--- config.mk ---
export PLATFORM = sky130hd
export DESIGN_NAME = clap_command_detector
export DESIGN_NICKNAME = d
export VERILOG_FILES = /design/src/ccd_pkg.sv /design/src/ccd_front.sv /design/src/ccd_queue.sv /design/src/ccd_back.sv /design/src/clap_command_detector.sv
export VERILOG_INCLUDE_DIRS = /design/src /design/src/src
export SDC_FILE = /design/constraint.sdc
export NUM_CORES = 2
export LEC_CHECK = 0
export BUFFER_PORTS_ARGS = -buffer_cell sky130_fd_sc_hd__buf_2
export CAP_MARGIN = 20
export CORE_MARGIN = 3
export CORE_UTILIZATION = 70
export DETAILED_ROUTE_END_ITERATION = 10
export GPL_ROUTABILITY_DRIVEN = 0
export PLACE_DENSITY = 0.94
export SKIP_CTS_REPAIR_TIMING = 1
export SLEW_MARGIN = 15
export SYNTH_ARGS = -nofsm -noshare
export SYNTH_HDL_FRONTEND = slang
export SYNTH_HIERARCHICAL = 1
export SYNTH_SLANG_ARGS = --single-unit
export TNS_END_PERCENT = 20
--- constraint.sdc ---
create_clock -name i_clk -period 23.9 [get_ports i_clk]
set_input_delay 2.39 -clock i_clk [delete_from_list [all_inputs] [get_ports i_clk]]
set_output_delay 2.39 -clock i_clk [all_outputs]
set_load 0.05 [all_outputs]
--- src/assert_macros.svh ---
// Concurrent assertion helpers, clocked on i_clk, idle during reset.
`ifndef ASSERT_MACROS_SVH
`define ASSERT_MACROS_SVH

`define CCD_ASSERT_SAME(label, ante, cons) \
    label: assert property (@(posedge i_clk) disable iff (!i_rst_n) (ante) |-> (cons)) \
        else $error("assertion failed");

`define CCD_ASSERT_NEXT(label, ante, cons) \
    label: assert property (@(posedge i_clk) disable iff (!i_rst_n) (ante) |=> (cons)) \
        else $error("assertion failed");

`endif

--- src/ccd_pkg.sv ---
`timescale 1ns / 1ps

package ccd_pkg;

    localparam int SAMPLE_BITS = 12;
    localparam int FRAC_BITS   = 8;
    localparam int NF_W        = SAMPLE_BITS + FRAC_BITS;
    localparam int TIME_W      = 32;

    localparam int CFG_AMP_W    = 12;
    localparam int CFG_MARGIN_W = 12;
    localparam int CFG_TIME_W   = 32;
    localparam int ALPHA_W      = 16;
    localparam int CFG_DATA_W   = 32;
    localparam int CFG_IDX_W    = 3;

    localparam int PROD_W  = ALPHA_W + NF_W;
    localparam int MARGQ_W = CFG_MARGIN_W + FRAC_BITS;
    localparam int SUM_W   = ((NF_W > MARGQ_W) ? NF_W : MARGQ_W) + 1;
    localparam int AMPC_W  = (SAMPLE_BITS > CFG_AMP_W) ? SAMPLE_BITS : CFG_AMP_W;

    localparam logic [NF_W-1:0]       NF_RESET   = NF_W'(150 << FRAC_BITS);
    localparam logic [CFG_AMP_W-1:0]  MIN_AMP_RESET  = CFG_AMP_W'(100);
    localparam logic [CFG_MARGIN_W-1:0] MARGIN_RESET = CFG_MARGIN_W'(200);
    localparam logic [CFG_TIME_W-1:0] DEBOUNCE_RESET = CFG_TIME_W'(150000);
    localparam logic [CFG_TIME_W-1:0] WINDOW_RESET   = CFG_TIME_W'(400000);
    localparam logic [ALPHA_W-1:0]    ALPHA_RESET    = ALPHA_W'(3277);

    localparam logic [CFG_IDX_W-1:0] REG_MIN_AMP  = 3'd0;
    localparam logic [CFG_IDX_W-1:0] REG_MARGIN   = 3'd1;
    localparam logic [CFG_IDX_W-1:0] REG_DEBOUNCE = 3'd2;
    localparam logic [CFG_IDX_W-1:0] REG_WINDOW   = 3'd3;
    localparam logic [CFG_IDX_W-1:0] REG_ALPHA    = 3'd4;

    typedef enum logic [1:0] {
        MODE_IDLE = 2'd0,
        MODE_WAIT = 2'd1,
        MODE_SPIN = 2'd2
    } t_mode;

    typedef enum logic [1:0] {
        CMD_STOP = 2'd0,
        CMD_CW   = 2'd1,
        CMD_CCW  = 2'd2
    } t_cmd;

    typedef struct packed {
        logic [SAMPLE_BITS-1:0] sample;
        logic                   burst_end;
        logic [TIME_W-1:0]      time_us;
    } t_in;

    typedef struct packed {
        logic [SAMPLE_BITS-1:0] amplitude;
        logic                   clap;
        logic [1:0]             spin_command;
        logic [1:0]             detector_mode;
        logic [SAMPLE_BITS-1:0] floor_level;
    } t_out;

    typedef struct packed {
        logic [SAMPLE_BITS-1:0] amp;
        logic [TIME_W-1:0]      now;
    } t_burst;

    typedef struct packed {
        logic           we;
        logic [CFG_IDX_W-1:0] idx;
        logic [CFG_DATA_W-1:0] data;
    } t_cfg;

endpackage

--- src/ccd_front.sv ---
`timescale 1ns / 1ps

module ccd_front (
    input  logic          i_clk,
    input  logic          i_rst_n,
    input  logic          i_valid,
    output logic          o_stall,
    input  ccd_pkg::t_in  i_in,
    output logic          o_push,
    output ccd_pkg::t_burst o_burst,
    input  logic          i_full
);

    logic [ccd_pkg::SAMPLE_BITS-1:0] r_max, n_max;
    logic [ccd_pkg::SAMPLE_BITS-1:0] r_min, n_min;
    logic accept;

    assign o_stall = i_full;
    assign accept  = i_valid && !i_full;

    always_comb begin
        n_max = (i_in.sample > r_max) ? i_in.sample : r_max;
        n_min = (i_in.sample < r_min) ? i_in.sample : r_min;
        o_burst.amp = (n_max >= n_min) ? (n_max - n_min) : '0;
        o_burst.now = i_in.time_us;
    end

    assign o_push = accept && i_in.burst_end;

    always_ff @(posedge i_clk) begin
        if (!i_rst_n) begin
            r_max <= '0;
            r_min <= '1;
        end else if (accept) begin
            if (i_in.burst_end) begin
                r_max <= '0;
                r_min <= '1;
            end else begin
                r_max <= n_max;
                r_min <= n_min;
            end
        end
    end

endmodule

--- src/ccd_queue.sv ---
`timescale 1ns / 1ps

module ccd_queue (
    input  logic            i_clk,
    input  logic            i_rst_n,
    input  logic            i_push,
    input  ccd_pkg::t_burst i_data,
    output logic            o_full,
    input  logic            i_pop,
    output logic            o_valid,
    output ccd_pkg::t_burst o_data
);

    ccd_pkg::t_burst r_mem [2];
    logic r_wr, r_rd;
    logic [1:0] r_count;

    assign o_full  = (r_count == 2'd2);
    assign o_valid = (r_count != 2'd0);
    assign o_data  = r_mem[r_rd];

    always_ff @(posedge i_clk) begin
        if (i_push) begin
            r_mem[r_wr] <= i_data;
        end
    end

    always_ff @(posedge i_clk) begin
        if (!i_rst_n) begin
            r_wr    <= 1'b0;
            r_rd    <= 1'b0;
            r_count <= 2'd0;
        end else begin
            if (i_push) begin
                r_wr <= ~r_wr;
            end
            if (i_pop) begin
                r_rd <= ~r_rd;
            end
            r_count <= r_count + 2'(i_push) - 2'(i_pop);
        end
    end

endmodule

--- src/ccd_back.sv ---
`timescale 1ns / 1ps

module ccd_back (
    input  logic            i_clk,
    input  logic            i_rst_n,
    input  ccd_pkg::t_cfg   i_cfg,
    input  logic            i_q_valid,
    input  ccd_pkg::t_burst i_q_data,
    output logic            o_pop,
    output logic            o_out_valid,
    input  logic            i_out_stall,
    output ccd_pkg::t_out   o_out
);

    localparam logic [ccd_pkg::PROD_W:0] ROUND_UP =
        (ccd_pkg::PROD_W + 1)'((1 << ccd_pkg::ALPHA_W) - 1);

    logic [ccd_pkg::CFG_AMP_W-1:0]    r_min_amp;
    logic [ccd_pkg::CFG_MARGIN_W-1:0] r_margin;
    logic [ccd_pkg::CFG_TIME_W-1:0]   r_debounce;
    logic [ccd_pkg::CFG_TIME_W-1:0]   r_window;
    logic [ccd_pkg::ALPHA_W-1:0]      r_alpha;

    logic [ccd_pkg::NF_W-1:0]   r_nf, n_nf;
    logic [ccd_pkg::TIME_W-1:0] r_last, n_last;
    logic [ccd_pkg::TIME_W-1:0] r_wait, n_wait;
    ccd_pkg::t_mode r_mode, n_mode;
    ccd_pkg::t_cmd  r_cmd, n_cmd;

    logic r_busy;
    logic r_neg;
    logic [ccd_pkg::PROD_W-1:0]      r_prod;
    logic [ccd_pkg::SAMPLE_BITS-1:0] r_amp;
    logic [ccd_pkg::TIME_W-1:0]      r_now;

    logic [ccd_pkg::NF_W-1:0] ampq_in, diff;
    logic neg;
    logic fin;

    logic [ccd_pkg::PROD_W:0]   rounded;
    logic [ccd_pkg::NF_W-1:0]   step;
    logic [ccd_pkg::NF_W-1:0]   ampq;
    logic [ccd_pkg::SUM_W-1:0]  thresh;
    logic [ccd_pkg::TIME_W-1:0] dt_clap, dt_wait;
    logic loud, clap;

    ccd_pkg::t_out r_out;

    assign o_pop = !r_busy && i_q_valid;
    assign fin   = r_busy && (!o_out_valid || !i_out_stall);

    // multiply stage
    always_comb begin
        ampq_in = {i_q_data.amp, {ccd_pkg::FRAC_BITS{1'b0}}};
        neg     = ampq_in < r_nf;
        diff    = neg ? (r_nf - ampq_in) : (ampq_in - r_nf);
    end

    always_ff @(posedge i_clk) begin
        if (o_pop) begin
            r_prod <= ccd_pkg::PROD_W'(r_alpha) * ccd_pkg::PROD_W'(diff);
            r_neg  <= neg;
            r_amp  <= i_q_data.amp;
            r_now  <= i_q_data.now;
        end
    end

    // floor update, clap decision
    always_comb begin
        rounded = {1'b0, r_prod} + (r_neg ? ROUND_UP : '0);
        step    = rounded[ccd_pkg::ALPHA_W +: ccd_pkg::NF_W];
        n_nf    = r_neg ? (r_nf - step) : (r_nf + step);
        ampq    = {r_amp, {ccd_pkg::FRAC_BITS{1'b0}}};
        thresh  = ccd_pkg::SUM_W'(n_nf)
                + ccd_pkg::SUM_W'({r_margin, {ccd_pkg::FRAC_BITS{1'b0}}});
        dt_clap = r_now - r_last;
        dt_wait = r_now - r_wait;
        loud    = (ccd_pkg::AMPC_W'(r_amp) > ccd_pkg::AMPC_W'(r_min_amp))
               && (ccd_pkg::SUM_W'(ampq) > thresh);
        clap    = loud && (dt_clap > r_debounce);
        n_last  = clap ? r_now : r_last;
    end

    always_comb begin
        n_mode = r_mode;
        n_cmd  = r_cmd;
        n_wait = r_wait;
        unique case (r_mode)
            ccd_pkg::MODE_WAIT: begin
                if (clap) begin
                    n_cmd  = ccd_pkg::CMD_CCW;
                    n_mode = ccd_pkg::MODE_SPIN;
                end else if (dt_wait > r_window) begin
                    n_cmd  = ccd_pkg::CMD_CW;
                    n_mode = ccd_pkg::MODE_SPIN;
                end
            end
            ccd_pkg::MODE_SPIN: begin
                if (clap) begin
                    n_cmd  = ccd_pkg::CMD_STOP;
                    n_mode = ccd_pkg::MODE_IDLE;
                end
            end
            default: begin
                n_mode = ccd_pkg::MODE_IDLE;
                if (clap) begin
                    if (r_cmd == ccd_pkg::CMD_STOP) begin
                        n_mode = ccd_pkg::MODE_WAIT;
                        n_wait = r_now;
                    end else begin
                        n_cmd = ccd_pkg::CMD_STOP;
                    end
                end
            end
        endcase
    end

    always_ff @(posedge i_clk) begin
        if (!i_rst_n) begin
            r_min_amp  <= ccd_pkg::MIN_AMP_RESET;
            r_margin   <= ccd_pkg::MARGIN_RESET;
            r_debounce <= ccd_pkg::DEBOUNCE_RESET;
            r_window   <= ccd_pkg::WINDOW_RESET;
            r_alpha    <= ccd_pkg::ALPHA_RESET;
        end else if (i_cfg.we) begin
            unique case (i_cfg.idx)
                ccd_pkg::REG_MIN_AMP:  r_min_amp  <= i_cfg.data[ccd_pkg::CFG_AMP_W-1:0];
                ccd_pkg::REG_MARGIN:   r_margin   <= i_cfg.data[ccd_pkg::CFG_MARGIN_W-1:0];
                ccd_pkg::REG_DEBOUNCE: r_debounce <= i_cfg.data[ccd_pkg::CFG_TIME_W-1:0];
                ccd_pkg::REG_WINDOW:   r_window   <= i_cfg.data[ccd_pkg::CFG_TIME_W-1:0];
                ccd_pkg::REG_ALPHA:    r_alpha    <= i_cfg.data[ccd_pkg::ALPHA_W-1:0];
                default: ;
            endcase
        end
    end

    always_ff @(posedge i_clk) begin
        if (!i_rst_n) begin
            r_busy      <= 1'b0;
            r_nf        <= ccd_pkg::NF_RESET;
            r_last      <= '0;
            r_wait      <= '0;
            r_mode      <= ccd_pkg::MODE_IDLE;
            r_cmd       <= ccd_pkg::CMD_STOP;
            o_out_valid <= 1'b0;
        end else begin
            if (o_pop) begin
                r_busy <= 1'b1;
            end else if (fin) begin
                r_busy <= 1'b0;
            end
            if (fin) begin
                r_nf        <= n_nf;
                r_last      <= n_last;
                r_wait      <= n_wait;
                r_mode      <= n_mode;
                r_cmd       <= n_cmd;
                o_out_valid <= 1'b1;
            end else if (!i_out_stall) begin
                o_out_valid <= 1'b0;
            end
        end
    end

    always_ff @(posedge i_clk) begin
        if (fin) begin
            r_out.amplitude     <= r_amp;
            r_out.clap          <= clap;
            r_out.spin_command  <= n_cmd;
            r_out.detector_mode <= n_mode;
            r_out.floor_level   <= n_nf[ccd_pkg::NF_W-1 -: ccd_pkg::SAMPLE_BITS];
        end
    end

    assign o_out = r_out;

endmodule

--- src/clap_command_detector.sv ---
`timescale 1ns / 1ps

// Clap command detector. Takes one microphone sample per cycle; the front end
// tracks the burst max/min and, on the burst-end beat, queues the amplitude and
// timestamp in a two-entry queue. The back end handles one burst at a time (first the
// registered alpha * difference multiply, then the floor update, clap test and mode
// step, which waits while the output is stalled) and takes no new burst until it has
// finished the last one, while ordinary samples go at one per cycle
// as long as the queue has room. Results leave through an output register; the
// input stalls only when the queue holds two bursts. Configuration writes take
// effect at once and are meant for an idle block.

`include "assert_macros.svh"

module clap_command_detector (
    input  logic                          i_clk,
    input  logic                          i_rst_n,
    input  logic                          i_cfg_we,
    input  logic [ccd_pkg::CFG_IDX_W-1:0] i_cfg_idx,
    input  logic [ccd_pkg::CFG_DATA_W-1:0] i_cfg_data,
    input  logic                          i_in_valid,
    output logic                          o_in_stall,
    input  ccd_pkg::t_in                  i_in,
    output logic                          o_out_valid,
    input  logic                          i_out_stall,
    output ccd_pkg::t_out                 o_out
);

    ccd_pkg::t_burst push_data, pop_data;
    ccd_pkg::t_cfg   cfg;
    logic push, pop, q_full, q_valid;

    assign cfg.we   = i_cfg_we;
    assign cfg.idx  = i_cfg_idx;
    assign cfg.data = i_cfg_data;

    ccd_front u_front (
        .i_clk   (i_clk),
        .i_rst_n (i_rst_n),
        .i_valid (i_in_valid),
        .o_stall (o_in_stall),
        .i_in    (i_in),
        .o_push  (push),
        .o_burst (push_data),
        .i_full  (q_full)
    );

    ccd_queue u_queue (
        .i_clk   (i_clk),
        .i_rst_n (i_rst_n),
        .i_push  (push),
        .i_data  (push_data),
        .o_full  (q_full),
        .i_pop   (pop),
        .o_valid (q_valid),
        .o_data  (pop_data)
    );

    ccd_back u_back (
        .i_clk       (i_clk),
        .i_rst_n     (i_rst_n),
        .i_cfg       (cfg),
        .i_q_valid   (q_valid),
        .i_q_data    (pop_data),
        .o_pop       (pop),
        .o_out_valid (o_out_valid),
        .i_out_stall (i_out_stall),
        .o_out       (o_out)
    );

    `CCD_ASSERT_SAME(a_spin_moves, o_out_valid && o_out.detector_mode == ccd_pkg::MODE_SPIN,
        o_out.spin_command != ccd_pkg::CMD_STOP)
    `CCD_ASSERT_SAME(a_wait_still, o_out_valid && o_out.detector_mode == ccd_pkg::MODE_WAIT,
        o_out.spin_command == ccd_pkg::CMD_STOP)
    `CCD_ASSERT_SAME(a_clap_loud, o_out_valid && o_out.clap, o_out.amplitude != '0)
    `CCD_ASSERT_NEXT(a_queue_pop, q_valid && !pop, pop || q_valid)

endmodule

==> summary.txt <==
Sequential share of the synthesized area -> 28.13%
Met2 Resource Use GR -> 58.86%
First drt pass iteration count -> 8
Worst Tran Pin Value -> 1207 ps
Final Cycle Share -> 48.82%
Std-Cell Core Area -> 51820 µm²
Clock Latency Late Sink -> 610 ps
Syn avg cell area -> 9.105 µm²
Initial core utilization -> 71.42%
Reg clk slew, reported paths -> 60 ps
Final hold vios -> 0
CP bufs+invs -> 8
Setup_tns -> 0 ps
Worst-path fanout max -> 44
Post-Route WL -> 107800 µm
Hold_ws -> 453.6 ps
Port Buf Inserts -> 115
Drt wl/cell -> 22.64 µm
Top Ports -> 116
Die X -> 235.9 µm
Core Util, Final -> 75.70%
Sink Count -> 421
Post-Syn Area -> 37010 µm²
Area Overhead vs Synth -> 5.990%
Met1 Track Usage GR -> 46.98%
Number of buffers created by CTS -> 43
Synth Flop Type -> dfxtp_1
Initial antenna violation count -> 3
Delay-heaviest family, CP -> adder cells
Synth area leader -> edfxtp_1
Design area -> 39230 µm²
H-tree depth -> 2
Minimum clock period -> 11670 ps
Die H -> 235.9 µm
Nets -> 4749
Clk root buf -> clkbuf_16
Critical Path End Type -> register
Ys async rst share -> 0%
First-pass GRT wire length -> 169400 µm
Global routing's busiest layer -> met2
Count leader, synth -> nand2_1
Row cnt -> 83
Final Skew -> 29.32 ps
CTS tree -> yes
Count of final setup violators -> 0
Fill cell count -> 3021
Gate Count Post-Synth -> 4065
Cell Area, Placed -> 37720 µm²
Rel. slew slack -> 19.14%
Max capacitance violation total -> 0
Sequential Area -> 10420 µm²
Critical path's most frequent cell -> fa_1
Crit path largest cell delay -> 760 ps
Share of cells above drive strength 1 -> 8.540%
DRC Markers -> 0
Synth cell types -> 98
Area of the multi-input gates -> 23670 µm²
Post-synth EDFFs -> 198
Number of nets with antenna violations after routing -> 0
Max Slew Vio Count -> 0
Critical Path RT -> 24250 ps
Via count -> 32.43k
Total GRT Usage -> 37.88%
Max Buffers Root-to-Sink -> 3
Post-synth top area share -> 16.06%
Critical path launch point type -> register
Top cells by count, synth -> nand2_1, inv_1, ha_1, fa_1, a21oi_1
Crit path max-delay cell type -> xor2_2
Status -> finished clean
Synth warnings -> 6
F_max -> 0.08571 GHz
Largest net degree at the start of global routing -> 83
Die area -> 55670 µm²
Register bit total from synthesis -> 421
Syn_nets -> 4774
Vias/cell -> 6.814
Hold Crit Class -> reg -> reg
RSZ-0062 raised after global routing -> no
GRT Residual Overflow -> 0
Met3 Use GR -> 12.02%
DP HPWL -> 72510 µm
Top post-synthesis cells by area -> edfxtp_1, fa_1, ha_1
Crit Path Class -> reg -> reg
CP arrival -> 12010 ps
Vias in the first global route -> 32.07k
Initial DRC count -> 4820
stage by stage:
step,setup WS [ps],instances
global placement,13320,4672
global route,11910,4757
detailed placement,12870,4672
CTS,12530,4752
finish,12230,4760
floorplan,14810,4065
sequential cells by signal (all words and copies together) (netlist names), 16 cells and up, named ones only:
signal	count
u_back/r_prod	36
u_back/r_debounce	32
u_back/r_alpha	16
u_back/r_now	32
u_back/r_window	32
u_back/o_out	29
u_back/r_last	32
u_back/r_wait	32
u_back/r_nf	20
u_queue/r_mem	88
final timing paths:
kind	start	to	slack, ps	cells after the start
max reg2reg	register	u_back/r_prod[34]	12230	32
max	register	u_back/r_prod[34]	12230	32
min reg2reg	u_back/r_debounce[21]	u_back/r_debounce[21]	450	2
min	u_back/r_debounce[21]	u_back/r_debounce[21]	450	2
cells in the final DEF, fill, tap and decap left out, drive strengths merged, types with 17 or more instances in the layout:
cell	count
nand3	119
o31ai	38
a31oi	39
o21bai	18
or3	17
nand4	64
a211oi	29
o21a	57
edfxtp	198
and3	23
xor2	49
ha	368
nand2b	27
nor2	157
mux2i	55
o211ai	47
buf	164
a21oi	242
inv	500
dfxtp	223
nor2b	51
o21ai	108
a21o	78
and2	104
o221ai	21
nor3	63
nand2	548
mux2	50
fa	256
clkbuf	47
xnor2	111
final cells by class:
cell class	count	area share (%)
clock buffer	47	2.781
timing repair buffer	164	2.504
tap	680	2.169
multi-input combinational	2914	60.34
clock inverter	33	0.8612
sequential	421	26.55
inverter	496	4.759
antenna	5	0.03190
routing by layer:
layer,share of wire (%),wire (µm),up-vias
met2,44,47600,2581
li1,-,-,13820
met4,6.9,7464,0
met3,14,15410,747
met1,35,37300,15290
met5,0,0,-
worst register-to-register path, delay by kind of cell, from the launching register on:
| family | cells | cell delay (ps) |
|---|---|---|
| compound gates | 7 | 2180 |
| xor+xnor | 2 | 840 |
| fa+ha+maj | 8 | 3740 |
| buf+inv | 8 | 2020 |
| flops | 1 | 330 |
| mux | 2 | 620 |
| simple gates | 5 | 1670 |
cell families after synthesis:
| group | share of synthesized area (%) |
|---|---|
| buffers and inverters | 8.181 |
| adder cells (fa/ha/maj) | 26.29 |
| AND/OR/NAND/NOR | 16.06 |
| flip-flops | 28.13 |
| XOR/XNOR | 3.847 |
| multiplexers | 3.414 |
| AO/OA/AOI/OAI | 14.08 |
Power is left out: the tool's default activity adds up to more than one toggle a clock period on the data nets, which glitch-free logic cannot reach.
